**config.mk**
```make
export PLATFORM = sky130hd
export DESIGN_NAME = scle_ctrl
export DESIGN_NICKNAME = d
export VERILOG_FILES = /design/src/rtl/scle_pkg.sv /design/src/rtl/scle_ctrl.sv
export SDC_FILE = /design/constraint.sdc
export NUM_CORES = 1
export LEC_CHECK = 0
export BUFFER_PORTS_ARGS = -buffer_cell sky130_fd_sc_hd__buf_2
export CORE_MARGIN = 3
export CORE_UTILIZATION = 49
export CTS_BUF_LIST = sky130_fd_sc_hd__clkbuf_4 sky130_fd_sc_hd__clkbuf_8
export DETAILED_ROUTE_END_ITERATION = 8
export MAX_ROUTING_LAYER = met4
export PLACE_DENSITY_LB_ADDON = 0.1
export SLEW_MARGIN = 20
export SYNTH_ARGS = -nofsm -noshare
export SYNTH_HDL_FRONTEND = slang
export SYNTH_SLANG_ARGS = --single-unit
export TNS_END_PERCENT = 100
```
**constraint.sdc**
```tcl
create_clock -name clk_i -period 2.94 [get_ports clk_i]
set_input_delay 0.441 -clock clk_i [delete_from_list [all_inputs] [get_ports clk_i]]
set_output_delay 0.441 -clock clk_i [all_outputs]
set_load 0.005 [all_outputs]
```
**src/rtl/scle_pkg.sv**
```systemverilog
package scle_pkg;

  localparam int unsigned Depth = 1024;
  localparam int unsigned AddrW = $clog2(Depth);
  localparam int unsigned DataW = 32;
  localparam logic [AddrW-1:0] HeadIdx  = AddrW'(Depth - 1);
  localparam logic [AddrW-1:0] LastFree = AddrW'(Depth - 2);

  typedef enum logic [2:0] {
    FN_INSERT = 3'd0,
    FN_DELETE = 3'd1,
    FN_READ   = 3'd2,
    FN_LOCATE = 3'd3,
    FN_PRED   = 3'd4,
    FN_SUCC   = 3'd5,
    FN_CLEAR  = 3'd6
  } func_e;

  typedef enum logic [1:0] {RD_HEAD, RD_ZERO, RD_LINK} rd_sel_e;
  typedef enum logic [2:0] {LA_ZERO, LA_J, LA_K, LA_ADDR, LA_HEAD, LA_INIT} lwr_addr_e;
  typedef enum logic [1:0] {LD_LINK, LD_J, LD_NULL, LD_INIT} lwr_data_e;
  typedef enum logic [1:0] {CNT_HOLD, CNT_ZERO, CNT_ONE, CNT_INC} cnt_op_e;
  typedef enum logic [1:0] {LEN_HOLD, LEN_INC, LEN_DEC, LEN_CLR} len_op_e;
  typedef enum logic [1:0] {V_ZERO, V_ELEM, V_PREV} vsel_e;

  typedef struct packed {
    logic      cap;
    logic      rd_en;
    rd_sel_e   rd_sel;
    logic      save_j;
    logic      save_k;
    logic      lwr_en;
    lwr_addr_e lwr_addr;
    lwr_data_e lwr_data;
    logic      ewr_en;
    cnt_op_e   cnt_op;
    len_op_e   len_op;
    logic      init_inc;
    logic      res_load;
    logic      res_fail;
    vsel_e     res_vsel;
    logic      res_fpos;
  } cmd_t;

  typedef struct packed {
    logic [2:0] func;
    logic       ins_ok;
    logic       pos_ok;
    logic       link_zero;
    logic       hit;
    logic       match;
    logic       cnt_gt1;
    logic       cnt_eq_len;
    logic       len_zero;
    logic       init_last;
  } sts_t;

endpackage

```
**src/rtl/scle_ctrl.sv**
```systemverilog
module scle_ctrl import scle_pkg::*; (
  input  logic clk_i,
  input  logic rst_ni,
  input  logic start_i,
  input  sts_t sts_i,
  output cmd_t cmd_o,
  output logic busy_o
);

  typedef enum logic [3:0] {
    ST_INIT, ST_IDLE, ST_DISP, ST_INS1, ST_INS2, ST_INS3, ST_INS4, ST_WALK,
    ST_DEL2, ST_DEL3, ST_DEL4, ST_CLR2, ST_CLR3, ST_CLR4, ST_SCAN, ST_SNEXT
  } state_e;

  state_e state_q, state_d;

  always_comb begin
    cmd_o   = '0;
    state_d = state_q;
    unique case (state_q)
      ST_INIT: begin
        cmd_o.lwr_en   = 1'b1;
        cmd_o.lwr_addr = LA_INIT;
        cmd_o.lwr_data = LD_INIT;
        cmd_o.init_inc = 1'b1;
        if (sts_i.init_last) state_d = ST_IDLE;
      end
      ST_IDLE: begin
        if (start_i) begin
          cmd_o.cap = 1'b1;
          state_d   = ST_DISP;
        end
      end
      ST_DISP: begin
        case (sts_i.func) inside
          FN_INSERT: begin
            if (sts_i.ins_ok) begin
              cmd_o.rd_en  = 1'b1;
              cmd_o.rd_sel = RD_ZERO;
              state_d      = ST_INS1;
            end else begin
              cmd_o.res_load = 1'b1;
              cmd_o.res_fail = 1'b1;
              state_d        = ST_IDLE;
            end
          end
          FN_DELETE, FN_READ: begin
            if (sts_i.pos_ok) begin
              cmd_o.rd_en  = 1'b1;
              cmd_o.rd_sel = RD_HEAD;
              cmd_o.cnt_op = CNT_ONE;
              state_d      = ST_WALK;
            end else begin
              cmd_o.res_load = 1'b1;
              cmd_o.res_fail = 1'b1;
              state_d        = ST_IDLE;
            end
          end
          FN_LOCATE, FN_PRED, FN_SUCC: begin
            cmd_o.rd_en  = 1'b1;
            cmd_o.rd_sel = RD_HEAD;
            cmd_o.cnt_op = CNT_ZERO;
            state_d      = ST_SCAN;
          end
          FN_CLEAR: begin
            if (sts_i.len_zero) begin
              cmd_o.res_load = 1'b1;
              state_d        = ST_IDLE;
            end else begin
              cmd_o.rd_en  = 1'b1;
              cmd_o.rd_sel = RD_HEAD;
              cmd_o.cnt_op = CNT_ONE;
              state_d      = ST_WALK;
            end
          end
          default: begin
            cmd_o.res_load = 1'b1;
            cmd_o.res_fail = 1'b1;
            state_d        = ST_IDLE;
          end
        endcase
      end
      ST_INS1: begin
        if (sts_i.link_zero) begin
          cmd_o.res_load = 1'b1;
          cmd_o.res_fail = 1'b1;
          state_d        = ST_IDLE;
        end else begin
          cmd_o.save_j = 1'b1;
          cmd_o.rd_en  = 1'b1;
          cmd_o.rd_sel = RD_LINK;
          state_d      = ST_INS2;
        end
      end
      ST_INS2: begin
        cmd_o.lwr_en   = 1'b1;
        cmd_o.lwr_addr = LA_ZERO;
        cmd_o.lwr_data = LD_LINK;
        cmd_o.ewr_en   = 1'b1;
        cmd_o.rd_en    = 1'b1;
        cmd_o.rd_sel   = RD_HEAD;
        cmd_o.cnt_op   = CNT_ONE;
        state_d        = ST_WALK;
      end
      ST_WALK: begin
        if (sts_i.hit) begin
          case (sts_i.func) inside
            FN_INSERT: state_d = ST_INS3;
            FN_DELETE: begin
              cmd_o.save_j = 1'b1;
              cmd_o.save_k = 1'b1;
              cmd_o.rd_en  = 1'b1;
              cmd_o.rd_sel = RD_LINK;
              state_d      = ST_DEL2;
            end
            FN_READ: begin
              cmd_o.res_load = 1'b1;
              cmd_o.res_vsel = V_ELEM;
              state_d        = ST_IDLE;
            end
            default: begin
              cmd_o.save_k = 1'b1;
              cmd_o.rd_en  = 1'b1;
              cmd_o.rd_sel = RD_ZERO;
              state_d      = ST_CLR2;
            end
          endcase
        end else begin
          cmd_o.rd_en  = 1'b1;
          cmd_o.rd_sel = RD_LINK;
          cmd_o.cnt_op = CNT_INC;
        end
      end
      ST_INS3: begin
        cmd_o.lwr_en   = 1'b1;
        cmd_o.lwr_addr = LA_J;
        cmd_o.lwr_data = LD_LINK;
        state_d        = ST_INS4;
      end
      ST_INS4: begin
        cmd_o.lwr_en   = 1'b1;
        cmd_o.lwr_addr = LA_ADDR;
        cmd_o.lwr_data = LD_J;
        cmd_o.len_op   = LEN_INC;
        cmd_o.res_load = 1'b1;
        state_d        = ST_IDLE;
      end
      ST_DEL2: begin
        cmd_o.lwr_en   = 1'b1;
        cmd_o.lwr_addr = LA_K;
        cmd_o.lwr_data = LD_LINK;
        cmd_o.rd_en    = 1'b1;
        cmd_o.rd_sel   = RD_ZERO;
        state_d        = ST_DEL3;
      end
      ST_DEL3: begin
        cmd_o.lwr_en   = 1'b1;
        cmd_o.lwr_addr = LA_J;
        cmd_o.lwr_data = LD_LINK;
        state_d        = ST_DEL4;
      end
      ST_DEL4: begin
        cmd_o.lwr_en   = 1'b1;
        cmd_o.lwr_addr = LA_ZERO;
        cmd_o.lwr_data = LD_J;
        cmd_o.len_op   = LEN_DEC;
        cmd_o.res_load = 1'b1;
        state_d        = ST_IDLE;
      end
      ST_CLR2: begin
        cmd_o.lwr_en   = 1'b1;
        cmd_o.lwr_addr = LA_K;
        cmd_o.lwr_data = LD_LINK;
        cmd_o.rd_en    = 1'b1;
        cmd_o.rd_sel   = RD_HEAD;
        state_d        = ST_CLR3;
      end
      ST_CLR3: begin
        cmd_o.lwr_en   = 1'b1;
        cmd_o.lwr_addr = LA_ZERO;
        cmd_o.lwr_data = LD_LINK;
        state_d        = ST_CLR4;
      end
      ST_CLR4: begin
        cmd_o.lwr_en   = 1'b1;
        cmd_o.lwr_addr = LA_HEAD;
        cmd_o.lwr_data = LD_NULL;
        cmd_o.len_op   = LEN_CLR;
        cmd_o.res_load = 1'b1;
        state_d        = ST_IDLE;
      end
      ST_SCAN: begin
        if (sts_i.match) begin
          case (sts_i.func) inside
            FN_LOCATE: begin
              cmd_o.res_load = 1'b1;
              cmd_o.res_fpos = 1'b1;
              state_d        = ST_IDLE;
            end
            FN_PRED: begin
              cmd_o.res_load = 1'b1;
              cmd_o.res_fail = !sts_i.cnt_gt1;
              cmd_o.res_vsel = V_PREV;
              state_d        = ST_IDLE;
            end
            default: begin
              if (sts_i.cnt_eq_len) begin
                cmd_o.res_load = 1'b1;
                cmd_o.res_fail = 1'b1;
                state_d        = ST_IDLE;
              end else begin
                cmd_o.rd_en  = 1'b1;
                cmd_o.rd_sel = RD_LINK;
                state_d      = ST_SNEXT;
              end
            end
          endcase
        end else if (sts_i.link_zero || sts_i.cnt_eq_len) begin
          cmd_o.res_load = 1'b1;
          cmd_o.res_fail = 1'b1;
          state_d        = ST_IDLE;
        end else begin
          cmd_o.rd_en  = 1'b1;
          cmd_o.rd_sel = RD_LINK;
          cmd_o.cnt_op = CNT_INC;
        end
      end
      ST_SNEXT: begin
        cmd_o.res_load = 1'b1;
        cmd_o.res_vsel = V_ELEM;
        state_d        = ST_IDLE;
      end
      default: state_d = ST_IDLE;
    endcase
  end

  always_ff @(posedge clk_i or negedge rst_ni) begin
    if (!rst_ni) begin
      state_q <= ST_INIT;
    end else begin
      state_q <= state_d;
    end
  end

  assign busy_o = (state_q != ST_IDLE);

endmodule
```
==> out/metrics.csv <==
metric,value,unit
status,finished clean,
io_pins,39,
clkTransAtPathRegs,0.04,ns
highest_layer,met4,
netlist_instances,164,
finalCriticalPeriod,2.59,ns
drcViolationCount,0,
synth-edff-count,0,
wl_met2,1.53,mm
intPower,0.000490,W
htreeDepth,1,
slew_viol_final,0,
fin_skew,0.00978,ns
synthTopCellsByCount,"nor2_1 (19), a21oi_1 (17), nand2_1 (17)",
grt_pass1_vias,1109,
grt-ovfl-total,0,
fillers,225,
dieWidth,52.2,µm
p_seq_share,19.5,%
port_buffers,38,
drt_iter0_drc,66,
clk_latency,0.24,ns
cpPeakStageDelay,0.79,ns
vias,1337,
synth_warnings,0,
fin_cells,219,
drt-total-wl,3.22,mm
drv_cap,0,
yosys_register_bits,4,
synth_most_common_cell,nor2_1,
fmax,386,MHz
detail_route.wl_per_cell,14.7,µm
tightest_slew,0.712,ns
rsz0062_at_grt,no,
post_cts_resized,0,
critical_path_class,reg2out,
grt_pass1_wl,5.19,mm
synth_top_family_by_area,simple AND/OR/NAND/NOR gates,
cts_tree,built,
drt_pass1_iterations,4,
cts_buffers,3,
slew_headroom,52.5,%
finalWeightedCongestion,0.903,
grt.total_usage,25.8,%
clk_path_buf_depth,2,
syn_nets,179,
cts_root_buf,clkbuf_4,
area_delta_synth_final,17.9,%
power_leakage,0.563,nW
hold-worst-slack,0.544,ns
top_register,state_q,
muxShareOfSynthArea,3.11,%
netlist_area,1050,µm²
dp_hpwl,2.38,mm
largest_reg_flops,4,
met3RoutedLength,210,µm
yosysTopAreaCell,dfrtp_1,
die_h,52.2,µm
cts.sinks,4,
combPwrFrac,74.1,%
hold_violations,0,
p_clk_share,6.5,%
ant_nets,0,
async_reset_ff_share,100,%
row_count,16,
synth-compound-area-share,34.1,%
grt_max_degree,24,
top_regs,state_q (4),
synth_fa_ha_area_share,0,%
drive_gt1_share,29.2,%
synth_top_area_share,9.56,%
initial_core_util,52.3,%
seqCellArea,100,µm²
fin_crit_sh,88.0,%
power.switching,0.000590,W
cp_max_fo,21,
crit_path_top_delay_cell,dfrtp_1,
required,2.50,ns
cp_cell_sequence,nand2_4 -> a2111oi_0 -> a211oi_2 -> o31ai_1 -> buf_2,
fin_nets,209,
worst_ep_arrival_time,2.15,ns
vdd_ir_drop_max,0.444,mV
hold_class,in2async,
die-area,2730,µm²
multi_input_area,848,µm²
switching_share,54.6,%
cellPowerDensity,874,nW/µm²
synth.distinct_cells,50,
m1WireLength,1.41,mm
ys_top_cells_by_area,"dfrtp_1 (9.6%), a21oi_1 (8.1%), nor2_1 (6.8%)",
utilization,61.7,%
tns,0,ns
finalSetupViolCount,0,
fin_total_pwr,0.00108,W
synth.avg_cell_area,6.39,µm²
worst_setup_path_start_kind,register,
synth_ff_type,dfrtp_1,
reg2reg_setup_slack,0.93,ns
ys_seq_area_share,9.56,%
vias_per_cell,6.11,
synth-simple-area-share,43.0,%
core_area,2000,µm²
antenna_found_initial,0,
n_antenna_cell,0,
endpoint_kind,output pin,
synth-xor-area-share,0.836,%
placed_cells,215,
## kinds of logic after synthesis
kind of cell,count (synthesis)
simple gates,82
compound gates,55
buf+inv,19
flops,4
mux,3
xor+xnor,1
## layout make-up
| type | instances | area share, % |
|---|---|---|
| multi-input combinational | 141 | 68.7 |
| timing repair buffer | 42 | 18.0 |
| clock buffer | 3 | 1.82 |
| inverter | 2 | 0.608 |
| tap | 27 | 2.74 |
| sequential | 4 | 8.11 |
## per-stage QoR
step	setup WS (ns)	area, µm²
6_report	0.352	1230
3_3_place_gp	0.736	1200
3_5_place_dp	0.645	1200
4_1_cts	0.385	1230
2_1_floorplan	1.08	1050
5_1_grt	0.201	1230
## timing repair
item                                   CTS  global route
endpoints found under the hold margin    4             0
hold buffers                             1             0
setup buffers                            0             0
## power groups by stage
stage	logic, W	clock network (W)	registers (W)
finish	0.000799	0.0000699	0.000210
global route	0.000891	0.0000788	0.000216
CTS	0.000791	0.0000728	0.000204
detailed placement	0.000786	0	0.000204
global placement	0.000778	0	0.000201
floorplan	0.000647	0	0.000113
## cell usage in the layout (no fill, tap or decap), types with 2 or more instances in the layout
master and instances:
a21oi_1 17, a22o_1 2, a31oi_1 6, buf_2 38
buf_4 3, clkbuf_4 3, dfrtp_1 4, inv_1 2
nand2_1 17, nand2b_1 9, nand3_1 4, nand3b_1 2
nand4_1 2, nor2_1 19, nor2b_1 5, nor3_1 5
nor3_2 2, nor3b_1 4, o211ai_1 3, o21ai_0 10
o22ai_1 4, or3_1 4
## final timing paths
check	from	end	depth (start not counted)
setup / recovery	state_q[0]$_DFFE_PN0P_	cmd_o[20]	5
hold / removal	rst_ni	state_q[1]$_DFFE_PN0P_	2
setup reg to reg	state_q[0]$_DFFE_PN0P_	state_q[0]$_DFFE_PN0P_	4
hold reg to reg	state_q[1]$_DFFE_PN0P_	state_q[1]$_DFFE_PN0P_	2
max in group asynchronous	rst_ni	state_q[2]$_DFFE_PN0P_	2
min in group clk_i	sts_i[4]	state_q[3]$_DFFE_PN0P_	3
## layer usage
| layer | up-vias | global-route usage (%) |
|---|---|---|
| li1 | 659 | - |
| met4 | 0 | 10.2 |
| met1 | 607 | 34.0 |
| met5 | - | - |
| met3 | 6 | 0.855 |
| met2 | 65 | 41.8 |
## critical path, delay by kind of cell, from the launching register on
family	cells	cell delay, ns
flops	1	0.79
simple gates	1	0.15
compound gates	3	0.82
buf+inv	1	0.15
Power figures use the tool's default switching activity.
